$ cat src/hw/rtl/ifbd_pkg.sv
`timescale 1ns / 1ps
// Shared types and constants for the index field byte decoder.
// Used by ifbd_step, ifbd_out_buf and index_field_byte_decoder_unit; no dependencies.
package ifbd_pkg;

    localparam int KindW  = 3;
    localparam int ByteW  = 8;
    localparam int ValueW = 64;
    localparam int CountW = 4;
    localparam int NeedW  = 2;

    // Field kinds, as carried on the kind lines of both channels
    localparam logic [KindW-1:0] KIND_VINT32  = 3'd0;
    localparam logic [KindW-1:0] KIND_VLONG64 = 3'd1;
    localparam logic [KindW-1:0] KIND_INT16   = 3'd2;
    localparam logic [KindW-1:0] KIND_INT32   = 3'd3;
    localparam logic [KindW-1:0] KIND_INT64   = 3'd4;
    localparam logic [KindW-1:0] KIND_CHAR    = 3'd5;

    localparam logic [CountW-1:0] VINT32_MAX_BYTES  = 4'd5;
    localparam logic [CountW-1:0] VLONG64_MAX_BYTES = 4'd10;
    localparam logic [CountW-1:0] INT16_BYTES       = 4'd2;
    localparam logic [CountW-1:0] INT32_BYTES       = 4'd4;
    localparam logic [CountW-1:0] INT64_BYTES       = 4'd8;

    localparam int OutDataW = 72;   // value and bytes_used, padded to whole bytes
    localparam int OutUserW = 4;    // value_kind and overlong_error

    typedef struct packed {
        logic [ValueW-1:0] accumulator;
        logic [CountW-1:0] byte_index;
        logic [KindW-1:0]  active_kind;
        logic [NeedW-1:0]  char_bytes_needed;
        logic              in_value;
    } t_state;

    typedef struct packed {
        logic [ValueW-1:0] value;
        logic [KindW-1:0]  value_kind;
        logic [CountW-1:0] bytes_used;
        logic              overlong_error;
    } t_result;

endpackage

$ cat src/hw/rtl/index_field_byte_decoder_unit.sv
`timescale 1ns / 1ps
// Top level of the index field byte decoder: state registers, decode step, output buffer.
// Depends on ifbd_pkg, ifbd_step and ifbd_out_buf.

// Takes one byte per cycle on the slave stream; tuser on the first byte of a value
// selects its kind (vint32, vlong64, big-endian int16/32/64, modified UTF-8 char) and is
// ignored on later bytes, while kinds 6 and 7 on a first byte drop that byte. One item
// is decoded in the cycle it is accepted; a finished value is registered before it
// reaches the master stream. A two-entry output register keeps bytes flowing at one per
// cycle while a single result is stalled, and only a second stalled result holds off
// the input. Varints stop at 5 or 10 bytes with the overlong flag set.
module index_field_byte_decoder_unit (
    input  logic                           i_clk,
    input  logic                           i_rst_n,
    input  logic                           i_s_tvalid,
    output logic                           o_s_tready,
    input  logic [7:0]                     i_s_tdata,   // [7:0] data_byte
    input  logic [2:0]                     i_s_tuser,   // [2:0] req_type
    output logic                           o_m_tvalid,
    input  logic                           i_m_tready,
    output logic [ifbd_pkg::OutDataW-1:0]  o_m_tdata,   // [63:0] value, [67:64] bytes_used
    output logic [ifbd_pkg::OutUserW-1:0]  o_m_tuser    // [2:0] value_kind, [3] overlong_error
);

    ifbd_pkg::t_state  r_state;
    ifbd_pkg::t_state  n_state;
    ifbd_pkg::t_result step_res;
    ifbd_pkg::t_result out_res;
    logic              step_valid;
    logic              s_accept;

    assign s_accept = i_s_tvalid && o_s_tready;

    ifbd_step u_step (
        .i_state     (r_state),
        .i_req_type  (i_s_tuser),
        .i_data_byte (i_s_tdata),
        .o_next      (n_state),
        .o_res_valid (step_valid),
        .o_res       (step_res)
    );

    always_ff @(posedge i_clk) begin
        if (!i_rst_n) begin
            r_state <= '0;
        end else if (s_accept) begin
            r_state <= n_state;
        end
    end

    ifbd_out_buf u_out_buf (
        .i_clk       (i_clk),
        .i_rst_n     (i_rst_n),
        .i_push      (s_accept && step_valid),
        .i_res       (step_res),
        .o_ready     (o_s_tready),
        .o_valid     (o_m_tvalid),
        .o_res       (out_res),
        .i_pop_ready (i_m_tready)
    );

    assign o_m_tdata = {4'd0, out_res.bytes_used, out_res.value};
    assign o_m_tuser = {out_res.overlong_error, out_res.value_kind};

    ap_unknown_kind_dropped: assert property (@(posedge i_clk) disable iff (!i_rst_n)
        (s_accept && !r_state.in_value && i_s_tuser > ifbd_pkg::KIND_CHAR)
        |=> !r_state.in_value)
        else $error("unknown kind started a value");

    ap_bytes_used_range: assert property (@(posedge i_clk) disable iff (!i_rst_n)
        o_m_tvalid |-> (out_res.bytes_used >= 4'd1 && out_res.bytes_used <= 4'd10))
        else $error("bytes_used out of range");

    ap_err_only_varint: assert property (@(posedge i_clk) disable iff (!i_rst_n)
        (o_m_tvalid && out_res.overlong_error) |->
        (out_res.value_kind == ifbd_pkg::KIND_VINT32 ||
         out_res.value_kind == ifbd_pkg::KIND_VLONG64))
        else $error("overlong flag on a non-varint");

    ap_vint32_bound: assert property (@(posedge i_clk) disable iff (!i_rst_n)
        (r_state.in_value && r_state.active_kind == ifbd_pkg::KIND_VINT32)
        |-> (r_state.byte_index < ifbd_pkg::VINT32_MAX_BYTES))
        else $error("vint32 ran past its byte limit");

endmodule

$ cat src/hw/rtl/ifbd_step.sv
`timescale 1ns / 1ps
// Per-byte decode step: next decoder state and the finished value, if any.
// Depends on ifbd_pkg.
module ifbd_step (
    input  ifbd_pkg::t_state             i_state,
    input  logic [ifbd_pkg::KindW-1:0]   i_req_type,
    input  logic [ifbd_pkg::ByteW-1:0]   i_data_byte,
    output ifbd_pkg::t_state             o_next,
    output logic                         o_res_valid,
    output ifbd_pkg::t_result            o_res
);

    logic [ifbd_pkg::KindW-1:0]   kind_eff;
    logic [ifbd_pkg::ValueW-1:0]  acc0;
    logic [ifbd_pkg::ValueW-1:0]  acc1;
    logic [ifbd_pkg::ValueW-1:0]  masked;
    logic [ifbd_pkg::CountW-1:0]  idx0;
    logic [ifbd_pkg::CountW-1:0]  idx1;
    logic [ifbd_pkg::CountW-1:0]  idx_m1;
    logic [ifbd_pkg::CountW-1:0]  limit;
    logic [6:0]                   shamt;
    logic [ifbd_pkg::NeedW-1:0]   need0;
    logic [ifbd_pkg::NeedW-1:0]   need1;
    logic                         known;
    logic                         done;
    logic                         err;

    always_comb begin
        kind_eff = i_state.in_value ? i_state.active_kind : i_req_type;
        acc0     = i_state.in_value ? i_state.accumulator : '0;
        idx0     = i_state.in_value ? i_state.byte_index : '0;
        need0    = i_state.in_value ? i_state.char_bytes_needed : '0;
        known    = i_state.in_value || (i_req_type <= ifbd_pkg::KIND_CHAR);
        idx1     = idx0 + 4'd1;
        idx_m1   = idx0;
        // 7 * (byte number - 1), as shift minus one
        shamt    = ({3'b000, idx_m1} << 3) - {3'b000, idx_m1};
        acc1     = acc0;
        need1    = need0;
        done     = 1'b0;
        err      = 1'b0;
        limit    = ifbd_pkg::VLONG64_MAX_BYTES;

        case (kind_eff)
            ifbd_pkg::KIND_VINT32, ifbd_pkg::KIND_VLONG64: begin
                limit = (kind_eff == ifbd_pkg::KIND_VINT32) ?
                        ifbd_pkg::VINT32_MAX_BYTES : ifbd_pkg::VLONG64_MAX_BYTES;
                if (shamt < 7'd64) begin
                    acc1 = acc0 | ({57'd0, i_data_byte[6:0]} << shamt[5:0]);
                end
                if (!i_data_byte[7]) begin
                    done = 1'b1;
                end else if (idx1 >= limit) begin
                    done = 1'b1;
                    err  = 1'b1;
                end
            end
            ifbd_pkg::KIND_INT16, ifbd_pkg::KIND_INT32, ifbd_pkg::KIND_INT64: begin
                acc1 = {acc0[ifbd_pkg::ValueW-9:0], i_data_byte};
                if (kind_eff == ifbd_pkg::KIND_INT16) begin
                    done = (idx1 >= ifbd_pkg::INT16_BYTES);
                end else if (kind_eff == ifbd_pkg::KIND_INT32) begin
                    done = (idx1 >= ifbd_pkg::INT32_BYTES);
                end else begin
                    done = (idx1 >= ifbd_pkg::INT64_BYTES);
                end
            end
            ifbd_pkg::KIND_CHAR: begin
                if (idx1 == 4'd1) begin
                    if (!i_data_byte[7]) begin
                        acc1 = {57'd0, i_data_byte[6:0]};
                        done = 1'b1;
                    end else if (i_data_byte[7:5] != 3'b111) begin
                        acc1  = {59'd0, i_data_byte[4:0]};
                        need1 = 2'd1;
                    end else begin
                        acc1  = {60'd0, i_data_byte[3:0]};
                        need1 = 2'd2;
                    end
                end else begin
                    acc1 = {acc0[ifbd_pkg::ValueW-7:0], i_data_byte[5:0]};
                    if (need0 != 2'd0) begin
                        need1 = need0 - 2'd1;
                    end
                    done = (need1 == 2'd0);
                end
            end
            default: begin
                done = 1'b0;
            end
        endcase

        case (kind_eff)
            ifbd_pkg::KIND_VINT32, ifbd_pkg::KIND_INT32: masked = {32'd0, acc1[31:0]};
            ifbd_pkg::KIND_INT16, ifbd_pkg::KIND_CHAR:   masked = {48'd0, acc1[15:0]};
            default:                                     masked = acc1;
        endcase

        o_next.accumulator       = acc1;
        o_next.byte_index        = idx1;
        o_next.active_kind       = kind_eff;
        o_next.char_bytes_needed = need1;
        o_next.in_value          = known && !done;

        o_res_valid          = known && done;
        o_res.value          = masked;
        o_res.value_kind     = kind_eff;
        o_res.bytes_used     = idx1;
        o_res.overlong_error = err;
    end

endmodule

$ cat src/hw/rtl/ifbd_out_buf.sv
`timescale 1ns / 1ps
// Two-entry output register with skid stage for finished values.
// Depends on ifbd_pkg.
module ifbd_out_buf (
    input  logic               i_clk,
    input  logic               i_rst_n,
    input  logic               i_push,
    input  ifbd_pkg::t_result  i_res,
    output logic               o_ready,
    output logic               o_valid,
    output ifbd_pkg::t_result  o_res,
    input  logic               i_pop_ready
);

    logic              r_main_valid;
    logic              r_skid_valid;
    ifbd_pkg::t_result r_main;
    ifbd_pkg::t_result r_skid;
    logic              pop;

    assign pop     = r_main_valid && i_pop_ready;
    assign o_ready = !r_skid_valid;
    assign o_valid = r_main_valid;
    assign o_res   = r_main;

    always_ff @(posedge i_clk) begin
        if (!i_rst_n) begin
            r_main_valid <= 1'b0;
            r_skid_valid <= 1'b0;
        end else if (pop) begin
            if (r_skid_valid) begin
                r_main       <= r_skid;
                r_skid_valid <= 1'b0;
            end else begin
                r_main_valid <= i_push;
                r_main       <= i_res;
            end
        end else if (!r_main_valid) begin
            r_main_valid <= i_push;
            r_main       <= i_res;
        end else if (i_push) begin
            // main is stalled: park the item in the skid stage
            r_skid_valid <= 1'b1;
            r_skid       <= i_res;
        end
    end

    ap_skid_needs_main: assert property (@(posedge i_clk) disable iff (!i_rst_n)
        r_skid_valid |-> r_main_valid)
        else $error("skid stage full while main register empty");

endmodule

$ cat config.mk
export PLATFORM = sky130hd
export DESIGN_NAME = index_field_byte_decoder_unit
export DESIGN_NICKNAME = d
export VERILOG_FILES = /design/src/hw/rtl/ifbd_pkg.sv /design/src/hw/rtl/index_field_byte_decoder_unit.sv /design/src/hw/rtl/ifbd_step.sv /design/src/hw/rtl/ifbd_out_buf.sv
export SDC_FILE = /design/constraint.sdc
export NUM_CORES = 1
export LEC_CHECK = 0
export ABC_AREA = 1
export BUFFER_PORTS_ARGS = -buffer_cell sky130_fd_sc_hd__buf_2
export CAP_MARGIN = 20
export CELL_PAD_IN_SITES_DETAIL_PLACEMENT = 0
export CELL_PAD_IN_SITES_GLOBAL_PLACEMENT = 1
export CORE_MARGIN = 2
export CORE_UTILIZATION = 44
export DETAILED_ROUTE_END_ITERATION = 10
export PLACE_DENSITY = 0.83
export SYNTH_ARGS = -nofsm -noshare
export SYNTH_HDL_FRONTEND = slang
export SYNTH_SLANG_ARGS = --single-unit
$ cat constraint.sdc
create_clock -name i_clk -period 7.2 [get_ports i_clk]
set_clock_uncertainty 0.15 [all_clocks]
set_input_delay 0.72 -clock i_clk [delete_from_list [all_inputs] [get_ports i_clk]]
set_output_delay 0.72 -clock i_clk [all_outputs]
set_load 0.005 [all_outputs]
After elaboration in Yosys (flattened, before gate mapping)
Cells that the tools add are included.

Register bits: 220. Latch bits: 0. RAM bits: 0. Bits in read-only memories: 0. Input bits: 15. Output and inout bits: 78. Memories: 0.

Add/sub/neg operators: 3. Multipliers: 0. Divide/modulo/power cells: 0. Order comparisons: 6. Equal/unequal tests: 9. Shifts and indexed selects: 1. Muxes and demuxes: 33. Bitwise operators: 3. Reduce and logical (&&, ||, !) cells: 19.

Operators by type and width (count): $mux 64 (4); $mux 72 (3); $pmux 64 s3 (1); $pmux 64 s2 (1); $or 64x64->64 (1); $shl 7x6->64 (1); $mux 2 (8); $mux 1 (11); $mux 4 (2); $reduce_or 2->1 (4); $lt 7x7->1 const B (1); $sub 7x4->7 (1); $eq 3x2->1 const B (2); $eq 3x3->1 const B (2); $logic_and 1x1->1 (5); $mux 5 (1); $add 4x1->4 const B (1); $eq 4x1->1 const B (1); $ge 4x2->1 const B (1); $ge 4x3->1 const B (1); $ge 4x4->1 (1); $ge 4x4->1 const B (1); $ne 2x2->1 const B (2); $reduce_and 2->1 (2); 14 further kinds (16).

Longest topological paths before layout
Gate-level depths: netlist (run 1).

Depth in word-level cells: 12. Depth in mapped cells: 18. Depth with buffers taken out: 16.

Hierarchy
A second synthesis (run 1) with hierarchy kept.

Cell total of the unflattened synthesis: 1873. Area, all modules: 13097.6 µm².

Modules (own cells, without submodules): ifbd_out_buf (instances 1, cells an instance 400, area an instance 5481.5 µm², seq. area each 4364.2 µm²); ifbd_step (instances 1, cells an instance 997, area an instance 4531.8 µm², seq. area each 0.0 µm²); index_field_byte_decoder_unit (instances 1, cells an instance 476, area an instance 3084.2 µm², seq. area each 1481.4 µm²).

Least setup slack after synthesis (run 1)
No wires, ideal clock.

Path type: in2reg. From: input i_s_tuser[2]. To: register u_out_buf.r_skid[0] in the netlist's numbering (enable). Setup time: 503 ps. Data arrival time: 4959 ps. Setup slack: 1588 ps. Stages: 9. Cell sequence: inv_1 -> o21ai_1 -> nand3_1 -> inv_2 -> clkbuf_1 -> nand3_1 -> nand3_1 -> nand2_1 -> nor2_1.

RTL lines: start: declaration (RTL line index_field_byte_decoder_unit.sv:18) `input logic [2:0] i_s_tuser,`; end signal: assignment (RTL line ifbd_out_buf.sv:44) `r_skid <= i_res;`; end: declaration (RTL line ifbd_out_buf.sv:18) `ifbd_pkg::t_result r_skid;`.

Worst setup path in the final report (run 1)
From: register r_state[0] in the netlist's numbering. To: register u_out_buf.r_skid[67] in the netlist's numbering (enable).

Word-level cells in the longest chain between the ends: 11.

RTL lines: start: declaration (RTL line index_field_byte_decoder_unit.sv:25) `ifbd_pkg::t_state r_state;`; start signal: assignment (RTL line index_field_byte_decoder_unit.sv:47) `r_state <= n_state;`; branches (longest 8 deep; another with $add 4x1->4); $logic_and 1x1->1 * (RTL line ifbd_step.sv:105) `o_res_valid = known && done;`; $logic_and 1x1->1 * (RTL line index_field_byte_decoder_unit.sv:54) `.i_push (s_accept && step_valid),`; $reduce_and 4->1 (no line) *.

Mark *: on every way between the ends. The select of a mux whose other input is x is not followed. A chain may end at the register's enable or synchronous reset.

==> results of run 1 <==
stage by stage:
stage | utilization [%] | setup WS [ns] | instances
after global placement | 46.9 | 2.17 | 2031
after CTS | 49.8 | 2.05 | 2077
after detailed placement | 46.9 | 2.07 | 2031
final | 49.8 | 2.11 | 2077
after global routing | 49.8 | 1.68 | 2077
after floorplan | - | 1.59 | 1683
report_power, final:
| group | internal, mW | switching, mW |
|---|---|---|
| Combinational | 0.129 | 0.380 |
| Sequential | 1.42 | 0.0314 |
| Clock | 0.696 | 0.516 |
layout by cell type (no fill, tap or decap), drive strengths merged:
cell | synthesis | final
clkbuf | 54 | 29
o211ai | 8 | 8
a21oi | 115 | 115
bufinv | 0 | 1
inv | 211 | 213
clkinvlp | 0 | 2
o31ai | 2 | 2
edfxtp | 144 | 144
nand3 | 153 | 153
o2111ai | 1 | 1
clkinv | 1 | 13
buf | 41 | 102
o21ai | 96 | 96
a22oi | 2 | 2
or2 | 1 | 1
o21bai | 1 | 1
nand2 | 483 | 483
nand4 | 4 | 4
ha | 2 | 2
conb | 1 | 4
a31oi | 8 | 8
dfxtp | 76 | 76
nor2 | 272 | 272
nor3 | 2 | 2
xor2 | 2 | 2
layout make-up:
| cell class | instances | area (µm²) | share of cell area (%) |
|---|---|---|---|
| well taps | 341 | 427 | 3.18 |
| clock buffers | 29 | 661 | 4.92 |
| clock inverters | 17 | 126 | 0.942 |
| inverters | 212 | 797 | 5.94 |
| repair buffers | 102 | 558 | 4.16 |
| multi-input cells | 1156 | 5000 | 37.3 |
| flip-flops and latches | 220 | 5850 | 43.6 |
worst max-delay path by stage:
stage                      endpoint  slack, ns  depth (start not counted)
6_report       u_out_buf.r_skid[67]       2.11                         14
5_1_grt         u_out_buf.o_res[59]       1.68                         13
4_1_cts        u_out_buf.r_skid[67]       2.05                         14
3_5_place_dp   u_out_buf.r_skid[34]       2.07                         14
3_3_place_gp   u_out_buf.r_skid[33]       2.17                         14
2_1_floorplan   u_out_buf.r_skid[0]       1.59                          9
cell families (layout without fill, tap and decap cells):
| group | Yosys count | count (layout) | synth area share, % |
|---|---|---|---|
| AND/OR/NAND/NOR | 915 | 915 | 30.6 |
| buffers and inverters | 307 | 360 | 10.4 |
| AO/OA/AOI/OAI | 233 | 233 | 10.1 |
| flip-flops | 220 | 220 | 48.4 |
| adder cells (fa/ha/maj) | 2 | 2 | 0.207 |
| XOR/XNOR | 2 | 2 | 0.207 |
| other | 1 | 4 | 0.0311 |
metal layers:
metal,global-route usage (%),wire (µm),up-vias
met4,5.87,688,0
met3,2.66,1780,48
met2,36.1,14700,309
met5,0,0,-
li1,-,-,5433
met1,34.4,16200,4887
flip-flops by register name (all words and copies together), names as in the netlist:
| name | count |
|---|---|
| r_state | 74 |
| u_out_buf.r_skid_valid | 1 |
| u_out_buf.r_skid | 72 |
| u_out_buf.o_valid | 1 |
| u_out_buf.o_res | 72 |
critical path: stages (launching register included):
cell and delay (ns):
dfxtp_2 0.88, buf_4 0.62, nand2_2 0.37, ha_1 0.54
ha_1 0.34, or2_2 0.10, o21ai_0 0.07, nand2_1 0.08
nand2_1 0.06, nand2_1 0.06, nand2_1 0.06, nand3_1 0.13
nand2_1 0.13, nor2_4 0.78, buf_12 0.31
==> metrics, run 1 <==
Async SR Flop Fraction 0%; GRT overflow 0; worst reg2reg path endpoint u_out_buf.r_skid[67]; setup TNS 0 ns; wire per inst 16.1 µm; Synth top area share 35.8%; antenna violations before repair 0; RSZ-0062 raised after global routing false; Clock Tree Root clkbuf_16; Die H 170 µm; # port buffers 88; CP max FO 54; worst r2r src r_state[0]; H-tree lvl count 1; vias per inst 5.14; Non-Filler Cell Area, Final 13400 µm²; Final Max Slew Viols 0; Post-synth EDFFs 144; reg2reg path depth 14; Setup-failing EPs final 0; fmax 197 MHz; share of cells above drive strength 1 10.4%; Clock Path Buffers 3; Hold Startpoint r_state[2]; Distinct cells, synth 35; drt pass-1 iters 5; Min Hold Slack 0.322 ns; Ports 93; flop2flop setup slack 2.11 ns; Iter 0 DRT Violations 823; post-synth top area cell edfxtp_1; CTS Buf Count 25; cell area power density 236 nW/µm²; Seq/Total Area, Yosys 48.4%; kind of critical path flop to flop; Critical Path RT 7.25 ns; Placer Congestion 0.909; worst-skew pair later-pin latency 0.53 ns; Hold Path Class flop to flop; die area 28800 µm²; Post-Syn Instances 1680; Hold EP r_state[2]; first-pass GRT wire length 53.1 mm; WP data arrival 5.14 ns; Hold-fix buffers, CTS 0; Slew headroom 26.0%; CTS Sinks 220; leakage power 7.22 nW; Startpoint Class flop; cell with the most instances after synthesis nand2_1; die width 170 µm; Period minus WS final 5.09 ns; Remaining DRCs 0; Cell Area, Synth 12100 µm²; Hold Crit Depth 2; fin nets 1734; CTS tree done; ys flop type edfxtp_1; Overall Global Routing Usage 23.2%; row count 60; Design Power 3.17 mW; area delta synth->final 11.2%; DRT Wirelength 33.4 mm; largest net degree at the start of global routing 114; Worst-path clk slew 0.07 ns; Final ANT Viol Nets 0; vias in the first global route 9622; Initial Util 44.8%; detailed placer's ending HPWL 22.6 mm; ANT cells 0; Synth area leaders edfxtp_1, nand2_1, dfxtp_1, nor2_1, inv_1; Final Hold Vio Count 0; fill cell count 2685; most frequent cells after synthesis nand2_1, nor2_1, inv_1, nand3_1, edfxtp_1; Max Cap Viol 0; crit end category flop; Syn Area/Cell 7.19 µm²; post-CTS setup buffer count 0; maximum VDD drop 0.194 mV; synth warn 0; Final Cycle Share 70.7%; Core Box Area 27000 µm²; Worst-Margin Slew 1.11 ns; total number of vias 10700; launch point of the critical path r_state[0]; post-cts resize count 0; Placed Area 12600 µm²; synthesis-stage register bit count 220; outcome completed
No activity file was read; power rests on OpenSTA's default activity.
==> run 2, diff against run 1 <==
Settings changed: CORE_UTILIZATION 44 to 40, PLACE_DENSITY 0.83 to 0.8.
Clock period 7.2 ns to 4.3 ns, I/O delays scaled along.
==> metrics, run 2 (synthesis results as in run 1) <==
Hold-fix buffers, CTS 0; # port buffers 88; CP top delay family simple AND/OR/NAND/NOR gates; DRT Wirelength 35.1 mm; Clock Tree Root clkbuf_16; drt pass-1 iters 5; cell area power density 397 nW/µm²; Final Cycle Share 83.5%; worst-skew pair later-pin latency 0.53 ns; WP data arrival 3.82 ns; footprint of the multi-input gates 5000 µm²; most used cell, CP nand2_1; wire per inst 16.5 µm; CTS Sinks 220; Critical Path RT 4.53 ns; outcome completed; CTS tree done; Iter 0 DRT Violations 917; fill cell count 3073; Worst-path clk slew 0.06 ns; H-tree lvl count 1; Initial Util 40.6%; Worst Path Buf+Inv 2; RSZ-0062 raised after global routing false; maximum VDD drop 0.248 mV; detailed placer's ending HPWL 24.3 mm; post-CTS setup buffer count 0; Max Cap Viol 0; max reg flops 74; Slew headroom 32.3%; fin nets 1741; setup TNS 0 ns; crit end category flop; CTS Buf Count 24; Clock Path Buffers 3; fmax 279 MHz; CP max FO 36; post-cts resize count 0; commonest cells after routing, fill and taps aside nand2_1, nor2_1, inv_1; area delta synth->final 12.2%; die width 178 µm; largest reg by FF count r_state; Period minus WS final 3.59 ns; post-place setup slack 0.796 ns; Hold Path Class input pin to flop; Final Max Slew Viols 0; vias per inst 5.09; share of cells above drive strength 1 10.5%; Final Hold Vio Count 0; die area 31600 µm²; GRT overflow 0; Overall Global Routing Usage 22.6%; Die H 178 µm; total number of vias 10800; Final ANT Viol Nets 0; Storage cell area 5850 µm²; Ports 93; Setup-failing EPs final 0; Crit path largest cell delay 0.54 ns; first-pass GRT wire length 56.3 mm; vias in the first global route 10100; Core Box Area 29700 µm²; Worst-Margin Slew 1.02 ns; Crit-path slowest cell dfxtp_2; row count 63; leakage power 7.26 nW; Placer Congestion 0.945; Remaining DRCs 0; cell chain of the critical path buf_4 > nand2_2 > nand2_1 > inv_1 > nand2_2 > nand2_1 > nand2_1 > nand2_1 > nor2_2 > nand2_1 > nand2_1 > nand2_1 > nand3_1 > nand2_1 > a21oi_1; ANT cells 0; kind of critical path flop to flop; Startpoint Class flop; largest net degree at the start of global routing 80; antenna violations before repair 0; final worst setup slack 0.711 ns; most common cell after layout, fill and taps aside nand2_1
-- run 2: cell types whose count changed in the layout (fill, tap and decap cells not counted), moves of 2 or more --
cell        delta
buf_4          +8
clkbuf_1       +5
clkinv_2       -3
bufinv_16      +2
clkinv_1       -2
clkinv_4       -2
clkinvlp_4     -2
-- run 2: where the power goes --
part	leakage, nW	total [mW]	switching (mW)	internal, mW
sequential	2.12	2.42	0.0478	2.37
combinational	4.75	0.866	0.644	0.222
clock	0.389	2.10	0.850	1.25
-- run 2: worst reg2reg max path, stage by stage, from the launching register on --
cell	delay, ns
dfxtp_2	0.54
buf_4	0.46
nand2_2	0.20
nand2_1	0.12
inv_1	0.07
nand2_2	0.11
nand2_1	0.09
nand2_1	0.06
nand2_1	0.41
nor2_2	0.50
nand2_1	0.09
nand2_1	0.07
nand2_1	0.04
nand3_1	0.18
nand2_1	0.16
a21oi_1	0.18
-- run 2: final timing paths --
kind              startpoint             endpoint  slack (ns)  cells past startpoint
hold / removal       i_rst_n           r_state[5]        0.08                      3
hold reg to reg   r_state[2]           r_state[2]        0.32                      2
setup reg to reg  r_state[0]  u_out_buf.o_res[69]        0.71                     15
setup / recovery  r_state[0]  u_out_buf.o_res[69]        0.71                     15
-- run 2: per-stage QoR --
step	std cells	hold WS, ns	cell area [µm²]	utilization (%)	power, mW
2_1_floorplan	1683	0.295	12100	-	3.04
3_3_place_gp	2088	0.304	12800	42.9	3.32
3_5_place_dp	2088	0.317	12800	42.9	3.33
4_1_cts	2131	0.0542	13500	45.6	5.43
5_1_grt	2131	0.0814	13500	45.6	5.62
6_report	2131	0.0795	13500	45.6	5.38
-- run 2: routing by layer --
metal / up-vias / track usage [%] / share of wire, % / routed length, µm
li1: 5443 / - / - / -
met1: 5045 / 32.1 / 47 / 16500
met2: 310 / 36.5 / 46 / 16000
met3: 45 / 2.66 / 5.5 / 1920
met4: 0 / 5.87 / 2.1 / 747
met5: - / 0 / 0 / 0
-- run 2: final cells by class --
class,count,area share [%]
Inverter,212,5.88
Sequential cell,220,43.2
Clock buffer,33,4.83
Clock inverter,10,1.03
Multi-Input combinational cell,1156,36.9
Timing Repair Buffer,110,4.56
Tap cell,390,3.60
